$ cat src/design/imh_pkg.sv
`default_nettype none
package imh_pkg;

  localparam int CAPACITY  = 64;
  localparam int KEY_WIDTH = 32;
  localparam int IDX_W     = $clog2(CAPACITY);
  localparam int CNT_W     = IDX_W + 1;

  localparam logic [2:0] KIND_INSERT     = 3'd0;
  localparam logic [2:0] KIND_POP        = 3'd1;
  localparam logic [2:0] KIND_REMOVE_HND = 3'd2;
  localparam logic [2:0] KIND_REPLACE    = 3'd3;
  localparam logic [2:0] KIND_READ       = 3'd4;
  localparam logic [2:0] KIND_REMOVE_IDX = 3'd5;

  typedef struct packed {
    logic [2:0]           kind;
    logic [KEY_WIDTH-1:0] key_in;
    logic [CNT_W-1:0]     handle_in;
    logic [IDX_W-1:0]     heap_index;
  } req_t;

  typedef struct packed {
    logic                 ok;
    logic [KEY_WIDTH-1:0] key_out;
    logic [CNT_W-1:0]     handle_out;
    logic [KEY_WIDTH-1:0] top_key;
    logic [CNT_W-1:0]     top_handle;
    logic [CNT_W-1:0]     entry_count;
  } rsp_t;

  typedef struct packed {
    logic [KEY_WIDTH-1:0] key;
    logic [CNT_W-1:0]     hnd;
  } node_t;

  typedef enum logic [3:0] {
    OP_NONE, OP_LATCH, OP_SCAN, OP_SET_P_POS, OP_SET_P_IDX, OP_SET_P_ROOT,
    OP_REMOVE_KEY, OP_REMOVE, OP_LOAD_LAST, OP_LOAD_NEW, OP_READ_KEY,
    OP_MOVE_PARENT, OP_HOLD_LEFT, OP_PICK_RIGHT, OP_MOVE_CHILD, OP_PLACE
  } dp_op_t;

  typedef enum logic [2:0] {
    RD_P, RD_PARENT, RD_LEFT, RD_RIGHT, RD_LAST, RD_ROOT
  } rd_sel_t;

  typedef struct packed {
    dp_op_t  op;
    rd_sel_t rd;
  } cmd_t;

  typedef struct packed {
    logic [2:0] kind;
    logic       full;
    logic       empty;
    logic       handle_ok;
    logic       idx_ok;
    logic       pos_ok;
    logic       scan_hit;
    logic       p_is_root;
    logic       is_last;
    logic       up_swap;
    logic       down_go;
    logic       has_left;
    logic       has_right;
    logic       child_wins;
  } status_t;

  typedef enum logic [4:0] {
    ST_IDLE, ST_DISPATCH, ST_SCAN, ST_POS, ST_NODE, ST_TAKE, ST_LAST, ST_REPL,
    ST_READ, ST_SETTLE, ST_UP, ST_DOWN, ST_LEFT, ST_RIGHT, ST_CMP, ST_PLACE,
    ST_TOP, ST_EMIT
  } state_t;

endpackage
`default_nettype wire

$ cat src/design/imh_dp.sv
`default_nettype none
module imh_dp (
  input  wire logic          clk,
  input  wire logic          rst,
  input  wire imh_pkg::req_t req,
  input  wire imh_pkg::cmd_t cmd,
  output imh_pkg::status_t   status,
  output imh_pkg::rsp_t      rsp
);

  imh_pkg::node_t node_mem [imh_pkg::CAPACITY];
  logic [imh_pkg::IDX_W-1:0] pos_mem [imh_pkg::CAPACITY];

  imh_pkg::req_t                 rq;
  imh_pkg::node_t                node_rd;
  imh_pkg::node_t                cur;
  imh_pkg::node_t                child;
  logic [imh_pkg::IDX_W-1:0]     pos_rd;
  logic [imh_pkg::IDX_W-1:0]     p;
  logic [imh_pkg::IDX_W-1:0]     child_idx;
  logic [imh_pkg::IDX_W-1:0]     scan;
  logic [imh_pkg::IDX_W-1:0]     last_ptr;
  logic [imh_pkg::CNT_W-1:0]     count;
  logic [imh_pkg::CAPACITY-1:0]  free;
  logic                          ok;
  logic [imh_pkg::KEY_WIDTH-1:0] key_out;
  logic [imh_pkg::CNT_W-1:0]     handle_out;

  logic [imh_pkg::IDX_W-1:0]     rd_addr;
  logic [imh_pkg::IDX_W-1:0]     parent_idx;
  logic [imh_pkg::CNT_W-1:0]     left_idx;
  logic [imh_pkg::CNT_W:0]       right_idx;
  logic [imh_pkg::CNT_W-1:0]     hnd_m1;
  logic [imh_pkg::CNT_W-1:0]     rd_hnd_m1;
  logic [imh_pkg::CNT_W-1:0]     scan_hnd;
  logic                          wr_en;
  imh_pkg::node_t                wr_data;
  logic [imh_pkg::CNT_W-1:0]     wr_hnd_m1;

  assign parent_idx = (p - imh_pkg::IDX_W'(1)) >> 1;
  assign left_idx   = {p, 1'b1};
  assign right_idx  = {1'b0, p, 1'b0} + (imh_pkg::CNT_W+1)'(2);
  assign hnd_m1     = rq.handle_in - imh_pkg::CNT_W'(1);
  assign rd_hnd_m1  = node_rd.hnd - imh_pkg::CNT_W'(1);
  assign scan_hnd   = {1'b0, scan} + imh_pkg::CNT_W'(1);
  assign wr_hnd_m1  = wr_data.hnd - imh_pkg::CNT_W'(1);

  always_comb begin
    case (cmd.rd)
      imh_pkg::RD_P:      rd_addr = p;
      imh_pkg::RD_PARENT: rd_addr = parent_idx;
      imh_pkg::RD_LEFT:   rd_addr = left_idx[imh_pkg::IDX_W-1:0];
      imh_pkg::RD_RIGHT:  rd_addr = right_idx[imh_pkg::IDX_W-1:0];
      imh_pkg::RD_LAST:   rd_addr = imh_pkg::IDX_W'(count - imh_pkg::CNT_W'(1));
      default:            rd_addr = '0;
    endcase
  end

  always_comb begin
    wr_en   = 1'b0;
    wr_data = cur;
    case (cmd.op)
      imh_pkg::OP_MOVE_PARENT: begin
        wr_en   = 1'b1;
        wr_data = node_rd;
      end
      imh_pkg::OP_MOVE_CHILD: begin
        wr_en   = 1'b1;
        wr_data = child;
      end
      imh_pkg::OP_PLACE: begin
        wr_en = 1'b1;
      end
      default: ;
    endcase
  end

  always_ff @(posedge clk) begin
    node_rd <= node_mem[rd_addr];
    pos_rd  <= pos_mem[hnd_m1[imh_pkg::IDX_W-1:0]];
    if (wr_en) begin
      node_mem[p]                              <= wr_data;
      pos_mem[wr_hnd_m1[imh_pkg::IDX_W-1:0]] <= p;
    end
  end

  always_ff @(posedge clk) begin
    if (rst) begin
      count    <= '0;
      free     <= '1;
      last_ptr <= '0;
    end else begin
      case (cmd.op)
        imh_pkg::OP_SCAN: begin
          if (free[scan]) begin
            free[scan] <= 1'b0;
            last_ptr   <= scan + imh_pkg::IDX_W'(1);
            count      <= count + imh_pkg::CNT_W'(1);
          end
        end
        imh_pkg::OP_REMOVE_KEY, imh_pkg::OP_REMOVE: begin
          free[rd_hnd_m1[imh_pkg::IDX_W-1:0]] <= 1'b1;
          count <= count - imh_pkg::CNT_W'(1);
        end
        default: ;
      endcase
    end
  end

  always_ff @(posedge clk) begin
    case (cmd.op)
      imh_pkg::OP_LATCH: begin
        rq         <= req;
        ok         <= 1'b0;
        key_out    <= '0;
        handle_out <= '0;
        scan       <= last_ptr;
      end
      imh_pkg::OP_SCAN: begin
        if (free[scan]) begin
          handle_out <= scan_hnd;
          cur.key    <= rq.key_in;
          cur.hnd    <= scan_hnd;
          p          <= count[imh_pkg::IDX_W-1:0];
          ok         <= 1'b1;
        end else begin
          scan <= scan + imh_pkg::IDX_W'(1);
        end
      end
      imh_pkg::OP_SET_P_POS:  p <= pos_rd;
      imh_pkg::OP_SET_P_IDX:  p <= rq.heap_index;
      imh_pkg::OP_SET_P_ROOT: p <= '0;
      imh_pkg::OP_REMOVE_KEY: begin
        key_out <= node_rd.key;
        ok      <= 1'b1;
      end
      imh_pkg::OP_REMOVE:     ok <= 1'b1;
      imh_pkg::OP_LOAD_LAST:  cur <= node_rd;
      imh_pkg::OP_LOAD_NEW: begin
        cur.key <= rq.key_in;
        cur.hnd <= rq.handle_in;
        ok      <= 1'b1;
      end
      imh_pkg::OP_READ_KEY: begin
        key_out <= node_rd.key;
        ok      <= 1'b1;
      end
      imh_pkg::OP_MOVE_PARENT: p <= parent_idx;
      imh_pkg::OP_HOLD_LEFT: begin
        child     <= node_rd;
        child_idx <= left_idx[imh_pkg::IDX_W-1:0];
      end
      imh_pkg::OP_PICK_RIGHT: begin
        if (child.key < node_rd.key) begin
          child     <= node_rd;
          child_idx <= right_idx[imh_pkg::IDX_W-1:0];
        end
      end
      imh_pkg::OP_MOVE_CHILD: p <= child_idx;
      default: ;
    endcase
  end

  always_comb begin
    status.kind       = rq.kind;
    status.full       = count == imh_pkg::CNT_W'(imh_pkg::CAPACITY);
    status.empty      = count == '0;
    status.handle_ok  = rq.handle_in != '0
                     && rq.handle_in <= imh_pkg::CNT_W'(imh_pkg::CAPACITY)
                     && !free[hnd_m1[imh_pkg::IDX_W-1:0]];
    status.idx_ok     = {1'b0, rq.heap_index} < count;
    status.pos_ok     = {1'b0, pos_rd} < count;
    status.scan_hit   = free[scan];
    status.p_is_root  = p == '0;
    status.is_last    = {1'b0, p} == count - imh_pkg::CNT_W'(1);
    status.up_swap    = node_rd.key < cur.key;
    status.down_go    = cur.key < node_rd.key;
    status.has_left   = left_idx < count;
    status.has_right  = right_idx < {1'b0, count};
    status.child_wins = cur.key < child.key;
  end

  always_comb begin
    rsp.ok          = ok;
    rsp.key_out     = key_out;
    rsp.handle_out  = handle_out;
    rsp.top_key     = (count != '0) ? node_rd.key : '0;
    rsp.top_handle  = (count != '0) ? node_rd.hnd : '0;
    rsp.entry_count = count;
  end

endmodule
`default_nettype wire

$ cat src/design/imh_ctrl.sv
`default_nettype none
module imh_ctrl (
  input  wire logic             clk,
  input  wire logic             rst,
  input  wire logic             start,
  input  wire imh_pkg::status_t status,
  output imh_pkg::cmd_t         cmd,
  output logic                  busy,
  output logic                  done
);

  imh_pkg::state_t state, state_next;

  always_ff @(posedge clk) begin
    if (rst) begin
      state <= imh_pkg::ST_IDLE;
    end else begin
      state <= state_next;
    end
  end

  always_comb begin
    state_next = state;
    cmd.op     = imh_pkg::OP_NONE;
    cmd.rd     = imh_pkg::RD_ROOT;
    busy       = state != imh_pkg::ST_IDLE;
    done       = 1'b0;
    case (state)
      imh_pkg::ST_IDLE: begin
        if (start) begin
          cmd.op     = imh_pkg::OP_LATCH;
          state_next = imh_pkg::ST_DISPATCH;
        end
      end
      imh_pkg::ST_DISPATCH: begin
        state_next = imh_pkg::ST_TOP;
        case (status.kind)
          imh_pkg::KIND_INSERT: begin
            if (!status.full) state_next = imh_pkg::ST_SCAN;
          end
          imh_pkg::KIND_POP: begin
            if (!status.empty) begin
              cmd.op     = imh_pkg::OP_SET_P_ROOT;
              state_next = imh_pkg::ST_NODE;
            end
          end
          imh_pkg::KIND_REMOVE_HND, imh_pkg::KIND_REPLACE, imh_pkg::KIND_READ: begin
            if (status.handle_ok) state_next = imh_pkg::ST_POS;
          end
          imh_pkg::KIND_REMOVE_IDX: begin
            if (status.idx_ok) begin
              cmd.op     = imh_pkg::OP_SET_P_IDX;
              state_next = imh_pkg::ST_NODE;
            end
          end
          default: ;
        endcase
      end
      imh_pkg::ST_SCAN: begin
        cmd.op = imh_pkg::OP_SCAN;
        if (status.scan_hit) state_next = imh_pkg::ST_SETTLE;
      end
      imh_pkg::ST_POS: begin
        if (!status.pos_ok) begin
          state_next = imh_pkg::ST_TOP;
        end else begin
          cmd.op     = imh_pkg::OP_SET_P_POS;
          state_next = (status.kind == imh_pkg::KIND_REPLACE) ? imh_pkg::ST_REPL
                                                              : imh_pkg::ST_NODE;
        end
      end
      imh_pkg::ST_NODE: begin
        cmd.rd     = imh_pkg::RD_P;
        state_next = (status.kind == imh_pkg::KIND_READ) ? imh_pkg::ST_READ
                                                         : imh_pkg::ST_TAKE;
      end
      imh_pkg::ST_TAKE: begin
        cmd.op     = (status.kind == imh_pkg::KIND_REMOVE_HND) ? imh_pkg::OP_REMOVE
                                                               : imh_pkg::OP_REMOVE_KEY;
        cmd.rd     = imh_pkg::RD_LAST;
        state_next = status.is_last ? imh_pkg::ST_TOP : imh_pkg::ST_LAST;
      end
      imh_pkg::ST_LAST: begin
        cmd.op     = imh_pkg::OP_LOAD_LAST;
        state_next = imh_pkg::ST_SETTLE;
      end
      imh_pkg::ST_REPL: begin
        cmd.op     = imh_pkg::OP_LOAD_NEW;
        state_next = imh_pkg::ST_SETTLE;
      end
      imh_pkg::ST_READ: begin
        cmd.op     = imh_pkg::OP_READ_KEY;
        state_next = imh_pkg::ST_TOP;
      end
      imh_pkg::ST_SETTLE: begin
        if (status.p_is_root) begin
          state_next = imh_pkg::ST_DOWN;
        end else begin
          cmd.rd     = imh_pkg::RD_PARENT;
          state_next = imh_pkg::ST_UP;
        end
      end
      imh_pkg::ST_UP: begin
        // move the parent into the hole, or turn down, or settle here
        if (status.up_swap) begin
          cmd.op     = imh_pkg::OP_MOVE_PARENT;
          state_next = imh_pkg::ST_SETTLE;
        end else if (status.down_go) begin
          state_next = imh_pkg::ST_DOWN;
        end else begin
          state_next = imh_pkg::ST_PLACE;
        end
      end
      imh_pkg::ST_DOWN: begin
        if (status.has_left) begin
          cmd.rd     = imh_pkg::RD_LEFT;
          state_next = imh_pkg::ST_LEFT;
        end else begin
          state_next = imh_pkg::ST_PLACE;
        end
      end
      imh_pkg::ST_LEFT: begin
        cmd.op = imh_pkg::OP_HOLD_LEFT;
        if (status.has_right) begin
          cmd.rd     = imh_pkg::RD_RIGHT;
          state_next = imh_pkg::ST_RIGHT;
        end else begin
          state_next = imh_pkg::ST_CMP;
        end
      end
      imh_pkg::ST_RIGHT: begin
        cmd.op     = imh_pkg::OP_PICK_RIGHT;
        state_next = imh_pkg::ST_CMP;
      end
      imh_pkg::ST_CMP: begin
        if (status.child_wins) begin
          cmd.op     = imh_pkg::OP_MOVE_CHILD;
          state_next = imh_pkg::ST_DOWN;
        end else begin
          state_next = imh_pkg::ST_PLACE;
        end
      end
      imh_pkg::ST_PLACE: begin
        cmd.op     = imh_pkg::OP_PLACE;
        state_next = imh_pkg::ST_TOP;
      end
      imh_pkg::ST_TOP: begin
        cmd.rd     = imh_pkg::RD_ROOT;
        state_next = imh_pkg::ST_EMIT;
      end
      imh_pkg::ST_EMIT: begin
        done       = 1'b1;
        state_next = imh_pkg::ST_IDLE;
      end
      default: state_next = imh_pkg::ST_IDLE;
    endcase
  end

endmodule
`default_nettype wire

$ cat src/design/indexed_max_heap_with_handles.sv
// One transaction at a time: busy from acceptance through the result strobe; the next
// transaction can be accepted in the cycle after the strobe.
// Failed requests, reads and removals of the last node move no node. Other removals,
// replaces and inserts move the entry up or down one level at a time (up to 6 levels,
// one node-memory read port); insert first scans for a free handle. Result on done for
// one cycle, no stall; sync reset empties the heap.
`default_nettype none
module indexed_max_heap_with_handles (
  input  wire logic          clk,
  input  wire logic          rst,
  input  wire logic          start,
  output logic               busy,
  input  wire imh_pkg::req_t req,
  output logic               done,
  output imh_pkg::rsp_t      rsp
);

  imh_pkg::cmd_t    cmd;
  imh_pkg::status_t status;

  imh_ctrl u_ctrl (
    .clk    (clk),
    .rst    (rst),
    .start  (start),
    .status (status),
    .cmd    (cmd),
    .busy   (busy),
    .done   (done)
  );

  imh_dp u_dp (
    .clk    (clk),
    .rst    (rst),
    .req    (req),
    .cmd    (cmd),
    .status (status),
    .rsp    (rsp)
  );

  a_accept_busy: assert property (@(posedge clk) disable iff (rst)
    start && !busy |=> busy) else $error("busy not raised after accept");

  a_done_busy: assert property (@(posedge clk) disable iff (rst)
    done |-> busy) else $error("result strobe while idle");

  a_count_range: assert property (@(posedge clk) disable iff (rst)
    done |-> rsp.entry_count <= imh_pkg::CNT_W'(imh_pkg::CAPACITY))
    else $error("entry count above capacity");

  a_empty_top: assert property (@(posedge clk) disable iff (rst)
    done && rsp.entry_count == '0 |-> rsp.top_handle == '0 && rsp.top_key == '0)
    else $error("empty heap shows a top entry");

endmodule
`default_nettype wire
$ cat config.mk
export PLATFORM = sky130hd
export DESIGN_NAME = indexed_max_heap_with_handles
export DESIGN_NICKNAME = d
export VERILOG_FILES = /design/src/design/imh_pkg.sv /design/src/design/imh_dp.sv /design/src/design/imh_ctrl.sv /design/src/design/indexed_max_heap_with_handles.sv
export SDC_FILE = /design/constraint.sdc
export NUM_CORES = 2
export LEC_CHECK = 0
export ABC_AREA = 1
export BUFFER_PORTS_ARGS = -buffer_cell sky130_fd_sc_hd__buf_2
export CAP_MARGIN = 25
export CELL_PAD_IN_SITES_DETAIL_PLACEMENT = 1
export CELL_PAD_IN_SITES_GLOBAL_PLACEMENT = 2
export CORE_UTILIZATION = 43
export DETAILED_ROUTE_END_ITERATION = 7
export PLACE_DENSITY = 0.76
export REMOVE_ABC_BUFFERS = 1
export SYNTH_ARGS = -nofsm -noshare
export SYNTH_HDL_FRONTEND = slang
export SYNTH_SLANG_ARGS = --single-unit
$ cat constraint.sdc
create_clock -name clk -period 5.89 [get_ports clk]
set_input_delay 1.178 -clock clk [delete_from_list [all_inputs] [get_ports clk]]
set_output_delay 1.178 -clock clk [all_outputs]
set_load 0.01 [all_outputs]
Yosys cells after proc, flatten, opt, wreduce, memory -nomap -nowiden
Memories as Yosys holds them, arrays and structs flattened. A register that Yosys moved wholly into a read port is not among the register bits.
Cells that the tools add are included.
{ "totals": {"mem_bits_rw": 2880, "word_cells": 196, "register_bits": 266, "romBits": 0, "mem_count": 2, "output_inout_bits": 88, "latch_bits": 0} }
{ "classes": {"n_reduce_logical": 36, "mul": 0, "order_cmp": 14, "addsub": 9, "n_div": 0, "n_eq_ne": 48, "n_bitwise": 3, "shift": 0, "mux": 66} }
{ "mem_list": {"columns": ["memory", "words", "word_bits", "read_ports", "rd_clocked_by_memory_dff", "wr", "line_no", "rtl"], "rows": [
  ["u_dp.node_mem", 64, 39, 1, 1, 1, "imh_dp.sv:11", "imh_pkg::node_t node_mem [imh_pkg::CAPACITY];"],
  ["u_dp.pos_mem", 64, 6, 1, 1, 1, "imh_dp.sv:12", "logic [imh_pkg::IDX_W-1:0] pos_mem [imh_pkg::CAPACITY];"]
]} }
{ "op_table": {"columns": ["op", "count"], "rows": [
  ["$pmux 39 s2", 2],
  ["$lt 32x32->1", 4],
  ["$pmux 64 s2", 1],
  ["$pmux 39 s3", 1],
  ["$mux 39", 2],
  ["$pmux 5 s15", 1],
  ["$and 64x64->64", 1],
  ["$mux 64", 1],
  ["$not 64->64", 1],
  ["$or 64x64->64", 1],
  ["$pmux 32 s2", 1],
  ["$pmux 4 s13", 1],
  ["$mux 5", 9],
  ["$eq 5x4->1 const B", 8],
  ["$pmux 6 s6", 1],
  ["$eq 4x4->1 const B", 8],
  ["$mux 32", 1],
  ["$pmux 6 s5", 1],
  ["$pmux 7 s2", 2],
  ["$pmux 6 s2", 2],
  ["$sub 6x1->6 const B", 4],
  ["$lt 6x7->1 const B", 3],
  ["$mux 3", 7],
  ["$mux 7", 3],
  ["49 further kinds", 110]
]} }

Depth between registers and ports, before layout
{ "logic_depth": {"ltp_word": 9, "mapped_depth": 31} }

By module
A second synthesis with hierarchy kept.
{ "unflattened": {"cells_unflattened": 13725, "area_unflattened_um2": 141584.5} }
{ "modules_own_cells": {"columns": ["module", "instances", "area_per_inst_um2", "seq_area_each_um2", "cells_each"], "rows": [
  ["imh_dp", 1, 140746.2, 94450.6, 13565],
  ["imh_ctrl", 1, 838.3, 100.1, 160]
]} }

Least setup slack after synthesis
No wires, ideal clock.
{ "synth_timing": {"path_kind": "reg-to-reg", "startpoint": "register u_dp.p[0] (netlist bit)", "endpoint": "register, netlist name u_dp.node_rd[19]", "t_required_ns": 5.776, "slack_ns": 1.368, "path_stages_with_launch": 24, "arrival_ns": 4.408, "path_buffers": 2, "setup_time_ns": 0.114, "synth_period_minus_slack_ns": 4.522, "cell_sequence": "edfxtp_1 clkinv_1 nor2_1 inv_1 nor2_1 inv_1 o21ai_0 o21ai_0 ha_1 nand3_1 nor2_1 nand2_1 nand3_1 nand2_1 nor2_2 nand2_2 o22ai_1 nor2_1 o21ai_1 clkbuf_1 buf_2 nand3_1 nand3_1 nand2_1"} }
{ "synth_via": {"elab_chain_cells": 6} }
{ "synth_rtl": {"columns": ["element", "line_no", "rtl"], "rows": [
  ["start: declaration", "imh_dp.sv:19", "logic [imh_pkg::IDX_W-1:0] p;"],
  ["start signal: assignment", "imh_dp.sv:124", "p <= count[imh_pkg::IDX_W-1:0];"],
  ["start signal: assignment", "imh_dp.sv:130", "imh_pkg::OP_SET_P_POS: p <= pos_rd;"],
  ["start signal: assignment", "imh_dp.sv:131", "imh_pkg::OP_SET_P_IDX: p <= rq.heap_index;"],
  ["$add 7x2->8", "imh_dp.sv:42", "assign right_idx = {1'b0, p, 1'b0} + (imh_pkg::CNT_W+1)'(2);"],
  ["$lt 8x7->1", "imh_dp.sv:179", "status.has_right = right_idx < {1'b0, count};"],
  ["$mux 3", "imh_ctrl.sv:124", "if (status.has_right) begin"],
  ["$pmux 3 s5", "imh_ctrl.sv:28", "case (state)"],
  ["$eq 3x3->1, or another cell as far along", "imh_dp.sv:49", "case (cmd.rd)"],
  ["$pmux 6 s5 (*)", "imh_dp.sv:49", null]
]} }
Every way passes the cells marked *; elsewhere a longest branch is shown, timed or not.
A chain may end at the register's enable or synchronous reset.

Worst setup path in the final report
{ "layout_timing": {"startpoint": "register u_dp.cur[7] (netlist bit)", "endpoint": "memory u_dp.node_mem[61][14] (netlist bit), enable pin"} }
{ "layout_via": {"elab_chain_cells": 8} }
{ "layout_rtl": {"columns": ["element", "line_no", "rtl"], "rows": [
  ["start: declaration", "imh_dp.sv:16", "imh_pkg::node_t cur;"],
  ["start signal: assignment", "imh_dp.sv:138", "imh_pkg::OP_LOAD_LAST: cur <= node_rd;"],
  ["$lt 32x32->1, on equally long branches", "imh_dp.sv:176, imh_dp.sv:180", null],
  ["$mux 4, on equally long branches", "imh_ctrl.sv:105, imh_ctrl.sv:136", null],
  ["$pmux 4 s13 (*)", "imh_ctrl.sv:28", null],
  ["$eq 4x4->1", "imh_dp.sv:62", "case (cmd.op)"],
  ["$reduce_or 3->1 (no line) (*)", null, null],
  ["$mux 1 (*)", "imh_dp.sv:62", null],
  ["$mux 1 (*)", "imh_dp.sv:81", "if (wr_en) begin"],
  ["$mux 1 (implied by the code) (*)", "imh_dp.sv:82", "node_mem[p] <= wr_data;"],
  ["end: declaration", "imh_dp.sv:11", null]
]} }
Marked as above.

==> results by group <==
Drt
  • Post-DR vias/cell: 5.92
  • Detailed Routing Iterations Pass 1: 6
  • Routed length per instance: 29.8 um
  • Antenna-violating nets left: 0
  • Total number of vias: 104857
  • Routed WL: 528000 um
  • Detailed router's first-iteration violation count: 11344
  • Detailed-route DRC error count: 0

Layout
  • Fin area: 0.162 mm^2
  • Fin cells: 17723
  • Fin util: 49.3%
  • Fillers: 34641
  • Layout cell share with drive strength beyond 1: 9.12%
  • Area growth syn-to-layout: 13.7%
  • Final net count: 13251

Yosys
  • YS warnings: 0
  • Top cells by count, synth: edfxtp_1, nand3_1, nand2_1, inv_1, nand3b_1
  • Mapped Avg Cell Area: 11.0 um^2
  • Synth top area cells: edfxtp_1, nand3_1, nand3b_1, nand2_1, inv_1
  • Synth Instances: 12986
  • Compound-gate portion of the synthesized area: 3.25%
  • Largest family of logic cells by synthesized area: simple AND/OR/NAND/NOR gates
  • Sequential-to-total area share from yosys stat: 66.4%
  • Post-synth top area cell: edfxtp_1
  • Mux share of post-synthesis cell area: 0%
  • Simple-Gate Fraction of Synth Area: 22.2%
  • Post-synth EDFFs: 3064
  • XOR/XNOR Fraction of Synth Area: 0.203%
  • Top cell type's share of synthesized area: 64.6%
  • Synth Register Bits: 3191
  • Mapped Area: 0.142 mm^2
  • Synth unique cells: 53
  • Synth Area in Adders: 1.10%
  • Count leader, synth: edfxtp_1
  • Post-synth top flop: edfxtp_1
  • Post-synth ARST share: 0%

Die
  • Initial Util: 43.4%
  • Die ar.: 0.334 mm^2
  • Die width: 578 um
  • Core area: 0.328 mm^2
  • Std cell rows: 210
  • I/O pin count: 139
  • Die H: 578 um

Clocking
  • Setup bufs post-CTS: 0
  • Clk slew on worst S/H paths: 60 ps
  • CTS tree: done
  • Htree depth: 5
  • Worst-skew pair later-pin latency: 960 ps
  • CTS sink count: 3191
  • Number of buffers created by CTS: 355
  • Post-CTS Resized: 0
  • CTS Root Buffer Type: clkbuf_16
  • Max Root-Sink Buffers: 4
  • CTS Hold Bufs: 0

Global routing
  • Pin count of the biggest net entering global routing: 208
  • Vias in the first global route: 106573
  • Antenna violations before repair: 25
  • GRT overflow: 0
  • First-pass GRT wire length: 758000 um
  • GRT Total Usage: 31.1%

Placement
  • Pre-CTS worst setup slack: 531 ps
  • DP Cell Count: 17061
  • Cell area after placement: 0.151 mm^2
  • Port Buffer Count: 138
  • Detailed Place HPWL: 314000 um
  • Routability congestion estimate: 0.864

Setup path
  • Startpoint types: flip-flop
  • Crit Path Max Fanout: 25
  • WS Path Type: flip-flop to flip-flop
  • Crit-path cells: inv_1 > nand2_1 > nand2_1 > nand2_1 > nand2_1 > nand2_1 > nand2_1 > nand2_1 > nand2_1 > nand2_1 > nand2_1 > nand3_4 > nand2_2 > nor2_1 > clkinv_1 > nand2_1 > nor3_1 > inv_1 > buf_4 > nor2_4 > buf_4
  • CP max-delay cell: buf_4
  • Top cell by count, worst path: nand2_1
  • Worst EP arrival: 6010 ps
  • Critical path required time: 6460 ps
  • Crit path largest cell delay: 710 ps
  • Crit end category: flip-flop

Timing
  • Final setup margin: 450 ps
  • Fmax achieved: 0.184 GHz
  • Final setup fails: 0
  • Fin Hold WS: 406 ps
  • Final Hold Vio Count: 0
  • Slew Viols, Final: 0
  • Unrepaired setup endpoints after global routing: no
  • Setup_tns: 0 ps
  • Tmin final: 5440 ps
  • Slew headroom: 20.8%
  • Worst Tran Pin Value: 1190 ps
  • Clk_skew: 45.6 ps
  • Crit share post-route: 92.4%

Power and ir drop
  • Worst IR drop on VDD: 0.275 mV
  • Power per cell area: 377 mW/mm^2
  • P_leak: 60.6 nW
  • Final Total Pwr: 61.0 mW

Run
  • Max-Cap Viols: 0

Hold path
  • Hold Path Class: input port to flip-flop

Outcome
  • Status: complete, no violations
==> metal layers <==
metal / track usage, % / share of wire [%]
met4: 12.6 / 4.4
met1: 42.1 / 42
met2: 50.9 / 47
met5: 0 / 0
met3: 4.04 / 7.1
==> placed cells by master (no fill, tap or decap), types with 13 or more instances in the layout <==
cell type / instances
a21oi_1: 97
buf_12: 104
buf_2: 138
buf_4: 320
bufinv_16: 22
clkbuf_1: 93
clkbuf_16: 360
clkinv_1: 84
clkinv_2: 70
dfxtp_1: 127
edfxtp_1: 3064
ha_1: 124
inv_1: 1607
nand2_1: 1909
nand3_1: 2716
nand3b_1: 1052
nand4_1: 20
nor2_1: 538
nor2_4: 58
nor3_1: 44
o211ai_1: 55
o21a_1: 37
o21ai_0: 374
o21bai_1: 13
o221ai_1: 56
o221ai_4: 32
o22ai_1: 63
xor2_1: 26
==> where the power goes <==
part	switching, mW	leakage [nW]	internal, mW	total [mW]
Combinational	9.47	26.5	3.33	12.8
Sequential	0.790	28.6	25.6	26.4
Clock	9.46	5.42	12.3	21.8
Total	19.7	60.6	41.3	61.0
==> final cells by class <==
class,instances,area (um^2),share of cell area (%)
diodes,6,15.0,0.00927
clock buffers,463,9500,5.86
clock inverters,190,1610,0.993
inverters,1642,6210,3.83
multi-input cells,7314,39300,24.2
flip-flops and latches,3191,94600,58.4
well taps,4346,5440,3.36
repair buffers,571,5420,3.35
==> registers in the layout (all words and copies together) (netlist names), 7 cells and up <==
name,count
u_dp.free,64
u_dp.rq,45
u_dp.node_rd,39
u_dp.child,39
u_dp.count,7
u_dp.key_out,32
u_dp.cur,39
u_dp.handle_out,7
u_dp.pos_mem,384
u_dp.node_mem,2496
==> worst max-delay path, delay by kind of cell, from the launching register on <==
| family | cells | cell delay [ps] |
|---|---|---|
| flip-flops | 1 | 390 |
| buffers and inverters | 5 | 1780 |
| AND/OR/NAND/NOR | 16 | 2810 |
==> cells by family (layout without fill, tap and decap cells) <==
| family | count (synthesis) | in the layout |
|---|---|---|
| AOI/OAI and AO/OA | 769 | 769 |
| other | 0 | 6 |
| xor gates and xnor gates | 33 | 33 |
| and+or+nand+nor | 6387 | 6387 |
| adders and majority gates | 125 | 125 |
| DFF | 3191 | 3191 |
| buffers and inverters | 2481 | 2866 |
==> final timing paths <==
path / start / to / slack (ps) / cells after the start
min: req[47] / u_dp.status[15] / 410 / 1
min reg2reg: u_dp.free[21] / u_dp.free[21] / 460 / 2
max: u_dp.cur[7] / u_dp.node_mem[61][14] / 450 / 21
max reg2reg: u_dp.cur[7] / u_dp.node_mem[61][14] / 450 / 21
Note: power is estimated with default switching activity, not from simulation.
